## config.mk

```make
export PLATFORM = sky130hd
export DESIGN_NAME = range_frame_checker_unit_flat
export DESIGN_NICKNAME = d
export VERILOG_FILES = /design/src/rtl/rfc_pkg.sv /design/src/rtl/rfc_if.sv /design/src/rtl/range_frame_checker_unit.sv /design/src/flat_wrapper.sv
export SDC_FILE = /design/constraint.sdc
export NUM_CORES = 1
export LEC_CHECK = 0
export ABC_AREA = 1
export BUFFER_PORTS_ARGS = -buffer_cell sky130_fd_sc_hd__buf_2
export CAP_MARGIN = 20
export CORE_MARGIN = 2
export CORE_UTILIZATION = 45
export CTS_CLUSTER_DIAMETER = 50
export DETAILED_ROUTE_END_ITERATION = 7
export PLACE_DENSITY = 0.7
export SETUP_SLACK_MARGIN = 0.02
export SYNTH_ARGS = -nofsm -noshare
export SYNTH_HDL_FRONTEND = slang
export SYNTH_SLANG_ARGS = --single-unit
```

## constraint.sdc

```tcl
create_clock -name clk -period 5.11 [get_ports clk]
set_input_delay 0.2555 -clock clk [delete_from_list [all_inputs] [get_ports clk]]
set_output_delay 0.2555 -clock clk [all_outputs]
set_load 0.005 [all_outputs]
```

## src/rtl/rfc_pkg.sv

```systemverilog
// ----------------------------------------------------------------------------
// rfc_pkg: shared types and function for the range frame checker
// Status codes, register indexes, frame constants and the CRC-8 byte update.
// ----------------------------------------------------------------------------
package rfc_pkg;

    localparam int CFG_IDX_W = 2;
    localparam int RANGE_W   = 16;

    localparam logic [7:0] HEADER_CHAR = 8'h54;     // 'T'
    localparam logic [7:0] CRC_POLY    = 8'h07;
    localparam logic [2:0] FRAME_LEN   = 3'd4;
    localparam logic [2:0] COUNT_MAX   = 3'd7;

    localparam logic [RANGE_W-1:0] MIN_MM_RESET = 16'd500;
    localparam logic [RANGE_W-1:0] MAX_MM_RESET = 16'd40000;
    localparam logic [RANGE_W-1:0] RAW_ALL_ONES = 16'hFFFF;

    typedef enum logic [2:0] {
        ST_OK           = 3'd0,
        ST_TOO_CLOSE    = 3'd1,
        ST_OUT_OF_RANGE = 3'd2,
        ST_INVALID      = 3'd3,
        ST_BAD_LENGTH   = 3'd4,
        ST_BAD_HEADER   = 3'd5,
        ST_CRC_MISMATCH = 3'd6
    } status_t;

    typedef enum logic [CFG_IDX_W-1:0] {
        REG_MIN_MM = 2'd0,
        REG_MAX_MM = 2'd1
    } cfg_reg_t;

    // CRC-8, MSB first, no reflection, no final xor
    function automatic logic [7:0] crc8_update(input logic [7:0] crc, input logic [7:0] b);
        logic [7:0] c;
        c = crc ^ b;
        for (int k = 0; k < 8; k++) begin
            if (c[7])
            begin
                c = {c[6:0], 1'b0} ^ CRC_POLY;
            end
            else
            begin
                c = {c[6:0], 1'b0};
            end
        end
        return c;
    endfunction

endpackage

```

## src/rtl/rfc_if.sv

```systemverilog
// ----------------------------------------------------------------------------
// rfc_if: channel interfaces of the range frame checker
// Byte input channel, result output channel and configuration write channel.
// ----------------------------------------------------------------------------
interface rfc_in_if;
    logic       valid;
    logic       ready;
    logic [7:0] data_byte;
    logic       last_byte;

    modport source (output valid, output data_byte, output last_byte, input ready);
    modport sink   (input valid, input data_byte, input last_byte, output ready);
endinterface

interface rfc_out_if;
    import rfc_pkg::*;
    logic                valid;
    logic                ready;
    status_t             status;
    logic [RANGE_W-1:0]  range_mm;

    modport source (output valid, output status, output range_mm, input ready);
    modport sink   (input valid, input status, input range_mm, output ready);
endinterface

interface rfc_cfg_if;
    import rfc_pkg::*;
    logic                 valid;
    logic                 ready;
    logic [CFG_IDX_W-1:0] index;
    logic [RANGE_W-1:0]   data;

    modport source (output valid, output index, output data, input ready);
    modport sink   (input valid, input index, input data, output ready);
endinterface

```

## src/rtl/range_frame_checker_unit.sv

```systemverilog
// ----------------------------------------------------------------------------
// range_frame_checker_unit: byte-serial check of a four-byte range frame
// Counts bytes, runs CRC-8 over the first three, checks header and CRC, and
// classifies the big-endian range against min_mm / max_mm on the last byte.
// ----------------------------------------------------------------------------
//  channel     dir   payload                         beat when
//  byte_in     in    data_byte[7:0], last_byte       valid && ready
//  result_out  out   status[2:0], range_mm[15:0]     valid && ready
//  cfg         in    index[1:0], data[15:0]          valid && ready
//
//  One byte per cycle unless a waiting result stalls it: a beat is held in
//  the input register, then updates the frame state and, on the last byte,
//  loads the result register. Reset clears frame state, valid flags and
//  loads min_mm=500, max_mm=40000. A result waiting in the output register
//  stalls a last byte behind it, and with it the byte input; bytes ahead of
//  it keep flowing. Configuration writes are taken every cycle.
// ----------------------------------------------------------------------------
module range_frame_checker_unit (
    input  logic              clk,
    input  logic              rst_n,
    rfc_in_if.sink            byte_in,
    rfc_out_if.source         result_out,
    rfc_cfg_if.sink           cfg
);
    import rfc_pkg::*;

    // configuration registers
    logic [RANGE_W-1:0] min_mm_reg;
    logic [RANGE_W-1:0] max_mm_reg;

    // input register
    logic       s1_valid_reg;
    logic [7:0] s1_byte_reg;
    logic       s1_last_reg;

    // frame state
    logic [2:0] byte_count_reg, byte_count_next;
    logic [7:0] running_crc_reg, running_crc_next;
    logic       header_good_reg, header_good_next;
    logic [7:0] range_high_reg, range_high_next;
    logic [7:0] range_low_reg, range_low_next;

    // result register
    logic               out_valid_reg;
    status_t            out_status_reg, out_status_next;
    logic [RANGE_W-1:0] out_range_reg, out_range_next;

    logic out_free;
    logic proc_fire;
    logic in_fire;
    logic crc_ok;
    logic [2:0] count_inc;
    logic [RANGE_W-1:0] raw;

    assign out_free  = !out_valid_reg || result_out.ready;
    assign proc_fire = s1_valid_reg && (!s1_last_reg || out_free);
    assign byte_in.ready = !s1_valid_reg || proc_fire;
    assign in_fire   = byte_in.valid && byte_in.ready;
    assign cfg.ready = 1'b1;

    // write configuration registers
    always_ff @(posedge clk or negedge rst_n)
    begin
        if (!rst_n)
        begin
            min_mm_reg <= MIN_MM_RESET;
            max_mm_reg <= MAX_MM_RESET;
        end
        else if (cfg.valid)
        begin
            unique case (cfg.index)
                REG_MIN_MM: min_mm_reg <= cfg.data;
                REG_MAX_MM: max_mm_reg <= cfg.data;
                default:    ;
            endcase
        end
    end

    // hold the input beat
    always_ff @(posedge clk or negedge rst_n)
    begin
        if (!rst_n)
        begin
            s1_valid_reg <= 1'b0;
        end
        else if (byte_in.ready)
        begin
            s1_valid_reg <= byte_in.valid;
        end
    end

    always_ff @(posedge clk)
    begin
        if (in_fire)
        begin
            s1_byte_reg <= byte_in.data_byte;
            s1_last_reg <= byte_in.last_byte;
        end
    end

    // update frame state and build the result
    always_comb
    begin
        header_good_next = header_good_reg;
        range_high_next  = range_high_reg;
        range_low_next   = range_low_reg;
        running_crc_next = running_crc_reg;
        crc_ok           = 1'b0;
        if (byte_count_reg == 3'd0)
        begin
            header_good_next = (s1_byte_reg == HEADER_CHAR);
        end
        if (byte_count_reg == 3'd1)
        begin
            range_high_next = s1_byte_reg;
        end
        if (byte_count_reg == 3'd2)
        begin
            range_low_next = s1_byte_reg;
        end
        if (byte_count_reg == 3'd3)
        begin
            crc_ok = (s1_byte_reg == running_crc_reg);
        end
        if (byte_count_reg < 3'd3)
        begin
            running_crc_next = crc8_update(running_crc_reg, s1_byte_reg);
        end
        count_inc = (byte_count_reg < COUNT_MAX) ? byte_count_reg + 3'd1 : byte_count_reg;
        byte_count_next = count_inc;

        raw = {range_high_next, range_low_next};
        out_range_next = '0;
        if (count_inc != FRAME_LEN)
        begin
            out_status_next = ST_BAD_LENGTH;
        end
        else if (!header_good_next)
        begin
            out_status_next = ST_BAD_HEADER;
        end
        else if (!crc_ok)
        begin
            out_status_next = ST_CRC_MISMATCH;
        end
        else
        begin
            out_range_next = raw;
            if (raw == '0)
            begin
                out_status_next = ST_TOO_CLOSE;
            end
            else if (raw == RAW_ALL_ONES)
            begin
                out_status_next = ST_OUT_OF_RANGE;
            end
            else if (raw == RANGE_W'(1))
            begin
                out_status_next = ST_INVALID;
            end
            else if (raw > max_mm_reg)
            begin
                out_status_next = ST_OUT_OF_RANGE;
            end
            else if (raw < min_mm_reg)
            begin
                out_status_next = ST_TOO_CLOSE;
            end
            else
            begin
                out_status_next = ST_OK;
            end
        end

        // drop frame state after the last byte
        if (s1_last_reg)
        begin
            byte_count_next  = '0;
            running_crc_next = '0;
            header_good_next = 1'b0;
            range_high_next  = '0;
            range_low_next   = '0;
        end
    end

    // advance frame state
    always_ff @(posedge clk or negedge rst_n)
    begin
        if (!rst_n)
        begin
            byte_count_reg  <= '0;
            running_crc_reg <= '0;
            header_good_reg <= 1'b0;
            range_high_reg  <= '0;
            range_low_reg   <= '0;
        end
        else if (proc_fire)
        begin
            byte_count_reg  <= byte_count_next;
            running_crc_reg <= running_crc_next;
            header_good_reg <= header_good_next;
            range_high_reg  <= range_high_next;
            range_low_reg   <= range_low_next;
        end
    end

    // result register
    always_ff @(posedge clk or negedge rst_n)
    begin
        if (!rst_n)
        begin
            out_valid_reg <= 1'b0;
        end
        else if (out_free)
        begin
            out_valid_reg <= proc_fire && s1_last_reg;
        end
    end

    always_ff @(posedge clk)
    begin
        if (proc_fire && s1_last_reg)
        begin
            out_status_reg <= out_status_next;
            out_range_reg  <= out_range_next;
        end
    end

    assign result_out.valid    = out_valid_reg;
    assign result_out.status   = out_status_reg;
    assign result_out.range_mm = out_range_reg;

`ifndef ASSERT_OFF
    // error results carry no range
    a_err_range_zero: assert property (@(posedge clk) disable iff (!rst_n)
        result_out.valid && (result_out.status == ST_BAD_LENGTH ||
        result_out.status == ST_BAD_HEADER || result_out.status == ST_CRC_MISMATCH)
        |-> result_out.range_mm == '0)
        else $error("error status with nonzero range");

    // frame state restarts after a last byte
    a_frame_clear: assert property (@(posedge clk) disable iff (!rst_n)
        proc_fire && s1_last_reg |=> byte_count_reg == '0 && running_crc_reg == '0)
        else $error("frame state not cleared after last byte");

    // a last byte never overwrites a pending result
    a_no_overwrite: assert property (@(posedge clk) disable iff (!rst_n)
        out_valid_reg && !result_out.ready |=> out_valid_reg && $stable(out_status_reg))
        else $error("pending result overwritten");
`endif

endmodule

```

## src/flat_wrapper.sv

```systemverilog
// flat-port wrapper written by rule: the top's interface ports become plain ports
module range_frame_checker_unit_flat import rfc_pkg::*;
  (clk, rst_n, byte_in_valid, byte_in_data_byte, byte_in_last_byte, byte_in_ready, result_out_valid, result_out_status, result_out_range_mm, result_out_ready, cfg_valid, cfg_index, cfg_data, cfg_ready);
  rfc_in_if byte_in_i ();
  rfc_out_if result_out_i ();
  rfc_cfg_if cfg_i ();
  input  logic clk;
  input  logic rst_n;
  input wire logic [$bits(byte_in_i.valid)-1:0] byte_in_valid;
  input wire logic [$bits(byte_in_i.data_byte)-1:0] byte_in_data_byte;
  input wire logic [$bits(byte_in_i.last_byte)-1:0] byte_in_last_byte;
  output wire logic [$bits(byte_in_i.ready)-1:0] byte_in_ready;
  output wire logic [$bits(result_out_i.valid)-1:0] result_out_valid;
  output wire logic [$bits(result_out_i.status)-1:0] result_out_status;
  output wire logic [$bits(result_out_i.range_mm)-1:0] result_out_range_mm;
  input wire logic [$bits(result_out_i.ready)-1:0] result_out_ready;
  input wire logic [$bits(cfg_i.valid)-1:0] cfg_valid;
  input wire logic [$bits(cfg_i.index)-1:0] cfg_index;
  input wire logic [$bits(cfg_i.data)-1:0] cfg_data;
  output wire logic [$bits(cfg_i.ready)-1:0] cfg_ready;
  assign byte_in_i.valid = byte_in_valid;
  assign byte_in_i.data_byte = byte_in_data_byte;
  assign byte_in_i.last_byte = byte_in_last_byte;
  assign byte_in_ready = byte_in_i.ready;
  assign result_out_valid = result_out_i.valid;
  assign result_out_status = result_out_i.status;
  assign result_out_range_mm = result_out_i.range_mm;
  assign result_out_i.ready = result_out_ready;
  assign cfg_i.valid = cfg_valid;
  assign cfg_i.index = cfg_index;
  assign cfg_i.data = cfg_data;
  assign cfg_ready = cfg_i.ready;
  range_frame_checker_unit u_core (.clk(clk), .rst_n(rst_n), .byte_in(byte_in_i), .result_out(result_out_i), .cfg(cfg_i));
endmodule
```

==> metrics.txt <==
FFs w/ async S/R, synth 68.9%; top post-synthesis cells by area dfrtp_1 26%, edfxtp_1 17%, ha_1 9.7%; register area share after synthesis 49.0%; share of cells above drive strength 1 17.5%; worst r2r dst u_core.result_out.status[0]; Max stage delay on crit path 0.46 ns; CP cell instances inv_1 > ha_1 > nand2_8 > o21ai_2 > inv_1 > ha_1 > nand2_1 > nor2_1 > nand4_1 > nor2_1 > o21ai_0 > a21oi_1 > nand2_1 > nand2_1 > nand2_1 > nand2_1 > nand2_1 > a21oi_2; CTS max path bufs 2; via count 3862; Worst-Margin Slew 0.876 ns; Crit Path Category reg -> reg; area share of the largest cell type after synthesis 26.0%; routability cong. 0.896; dpl hpwl 7.85 mm; Setup violations, final 0; Resize count post-CTS 0; largest net degree at the start of global routing 63; placed cells 728; # Max-Cap Violations 0; worst rel slew slack 41.4%; initial core utilization 45.7%; CP required 5.34 ns; CTS tree built; Die H 108 um; Port Buf Inserts 52; Mapped Nets 619; post-synthesis register bit count 90; Synth Flop Type dfrtp_1; initial antenna violation count 0; die area 11800 sq um; area added between synthesis and finish 11.6%; drt total wl 10.5 mm; nets@finish 670; cells after synthesis 549; outcome completed; drt first pass iters 5; Leak Pwr 2.75 nW; Final Hold Viols 0; CP bufs+invs 2; Avg Cell Area, Syn 8.94 sq um; Fin Clk Skew 0.0149 ns; worst-path maximum fanout 16; P per Cell Area 428 nW/um^2; Warnings, synthesis 0; cts hold-fix bufs 0; fmax 325 MHz; WL/cell 14.1 um; H-tree levels 3; CP Launch Type flip-flop; reg-to-reg startpoint u_core.byte_count_reg[1]; vias in the first global route 3828; WP data arrival 3.30 ns; Core Box Area 10700 sq um; synthesized area 4910 sq um; fin crit period 3.07 ns; first-pass GRT wire length 18.1 mm; Clock Latency Late Sink 0.37 ns; row cnt 38; I/O pin count 54; final instance count without filler cells 745; HP Class in -> async; die width 108 um; setup slack after layout 2.04 ns; Place WS 2.15 ns; Initial DRC Count 251; CP max-delay cell dfrtp_1; CP top delay family simple AND/OR/NAND/NOR gates; Unique masters post-synth 41; Pins Over Slew Limit 0; DRC Markers 0; most numerous cell in the Yosys netlist nand2_1; final setup TNS 0 ns; number of synthesized flops with an enable pin 28; Setup crit end kind flip-flop; Tot GR Track Use 19.7%; R2R cell count 18; cell mode on critical path nand2_1; grt ovf 0; largest area contributor in the netlist dfrtp_1; clock sinks 90; clock-pin slew on the worst setup and hold paths 0.11 ns; Tcrit/Tclk final 60.1%; maximum vdd drop 184 uV; RSZ-0062 raised after global routing false; Commonest cells post-synth 117 x nand2_1, 94 x inv_1, 60 x o21ai_0; total CTS buffers 9; Ant. Diodes 0; via/cell ratio 5.18; Setup Fix Bufs, Post-CTS 0; post-route ant nets 0; CTS root buf clkbuf_8; flop-to-flop setup slack 2.04 ns
[through the flow]
stage	utilization [%]	cell area [sq um]	hold slack (ns)	power [mW]
floorplan	-	4910	-0.0401	1.65
global placement	49.1	5280	0.433	1.82
detailed placement	49.1	5280	0.434	1.87
CTS	50.9	5470	0.0397	2.35
global route	51.0	5480	0.0373	2.54
finish	51.0	5480	0.0475	2.35
[logic make-up (layout without fill, tap and decap cells)]
group                      after synthesis  in the layout  synth area share, %
AOI/OAI and AO/OA                      106            106                 12.5
xor gates and xnor gates                19             19                 3.70
adders and majority gates               38             38                 9.68
buffers and inverters                  114            170                 9.23
DFF                                     90             90                 49.0
other                                    1              1               0.0764
and+or+nand+nor                        181            181                 15.8
[worst max path at each step]
stage,depth (start not counted),end,startpoint,slack (ns)
after floorplan,19,u_core.result_out.status[0],u_core.byte_count_reg[1],2.47
after global placement,18,u_core.result_out.status[0],u_core.byte_count_reg[1],2.32
after detailed placement,18,u_core.result_out.status[0],u_core.byte_count_reg[1],2.15
after CTS,18,u_core.result_out.status[0],u_core.byte_count_reg[1],2.08
after global routing,18,u_core.result_out.status[0],u_core.byte_count_reg[1],1.71
final,18,u_core.result_out.status[0],u_core.byte_count_reg[1],2.04
[placed cells by master, fill, tap and decap left out, drive strengths merged, types with 8 or more instances in the layout]
| cell | count |
|---|---|
| clkbuf | 9 |
| edfxtp | 28 |
| o22ai | 9 |
| nand4 | 9 |
| buf | 54 |
| nor2 | 32 |
| xnor2 | 8 |
| dfrtp | 51 |
| nand2 | 119 |
| o21ai | 72 |
| dfstp | 11 |
| nand3 | 11 |
| xor2 | 11 |
| ha | 38 |
| a21oi | 13 |
| inv | 105 |
[where the power goes]
part	internal [mW]	switching, mW
Clock	0.190	0.285
Sequential	0.865	0.0717
Combinational	0.356	0.579
Total	1.41	0.935
[cell type report]
| class | instances | area [sq um] |
|---|---|---|
| clock inverters | 7 | 63.8 |
| fillers | 1032 | 5270 |
| well taps | 140 | 175 |
| repair buffers | 54 | 283 |
| flip-flops and latches | 90 | 2410 |
| inverters | 100 | 378 |
| clock buffers | 9 | 124 |
| multi-input cells | 345 | 2050 |
[per-layer routing]
layer | vias up | global-route usage (%) | routed length [um]
met5 | - | 0 | 0
met4 | 0 | 6.96 | 237
met3 | 18 | 3.74 | 714
met2 | 147 | 32.7 | 4960
met1 | 1814 | 25.8 | 4590
li1 | 1883 | - | -
Power figures use the tool's default switching activity.
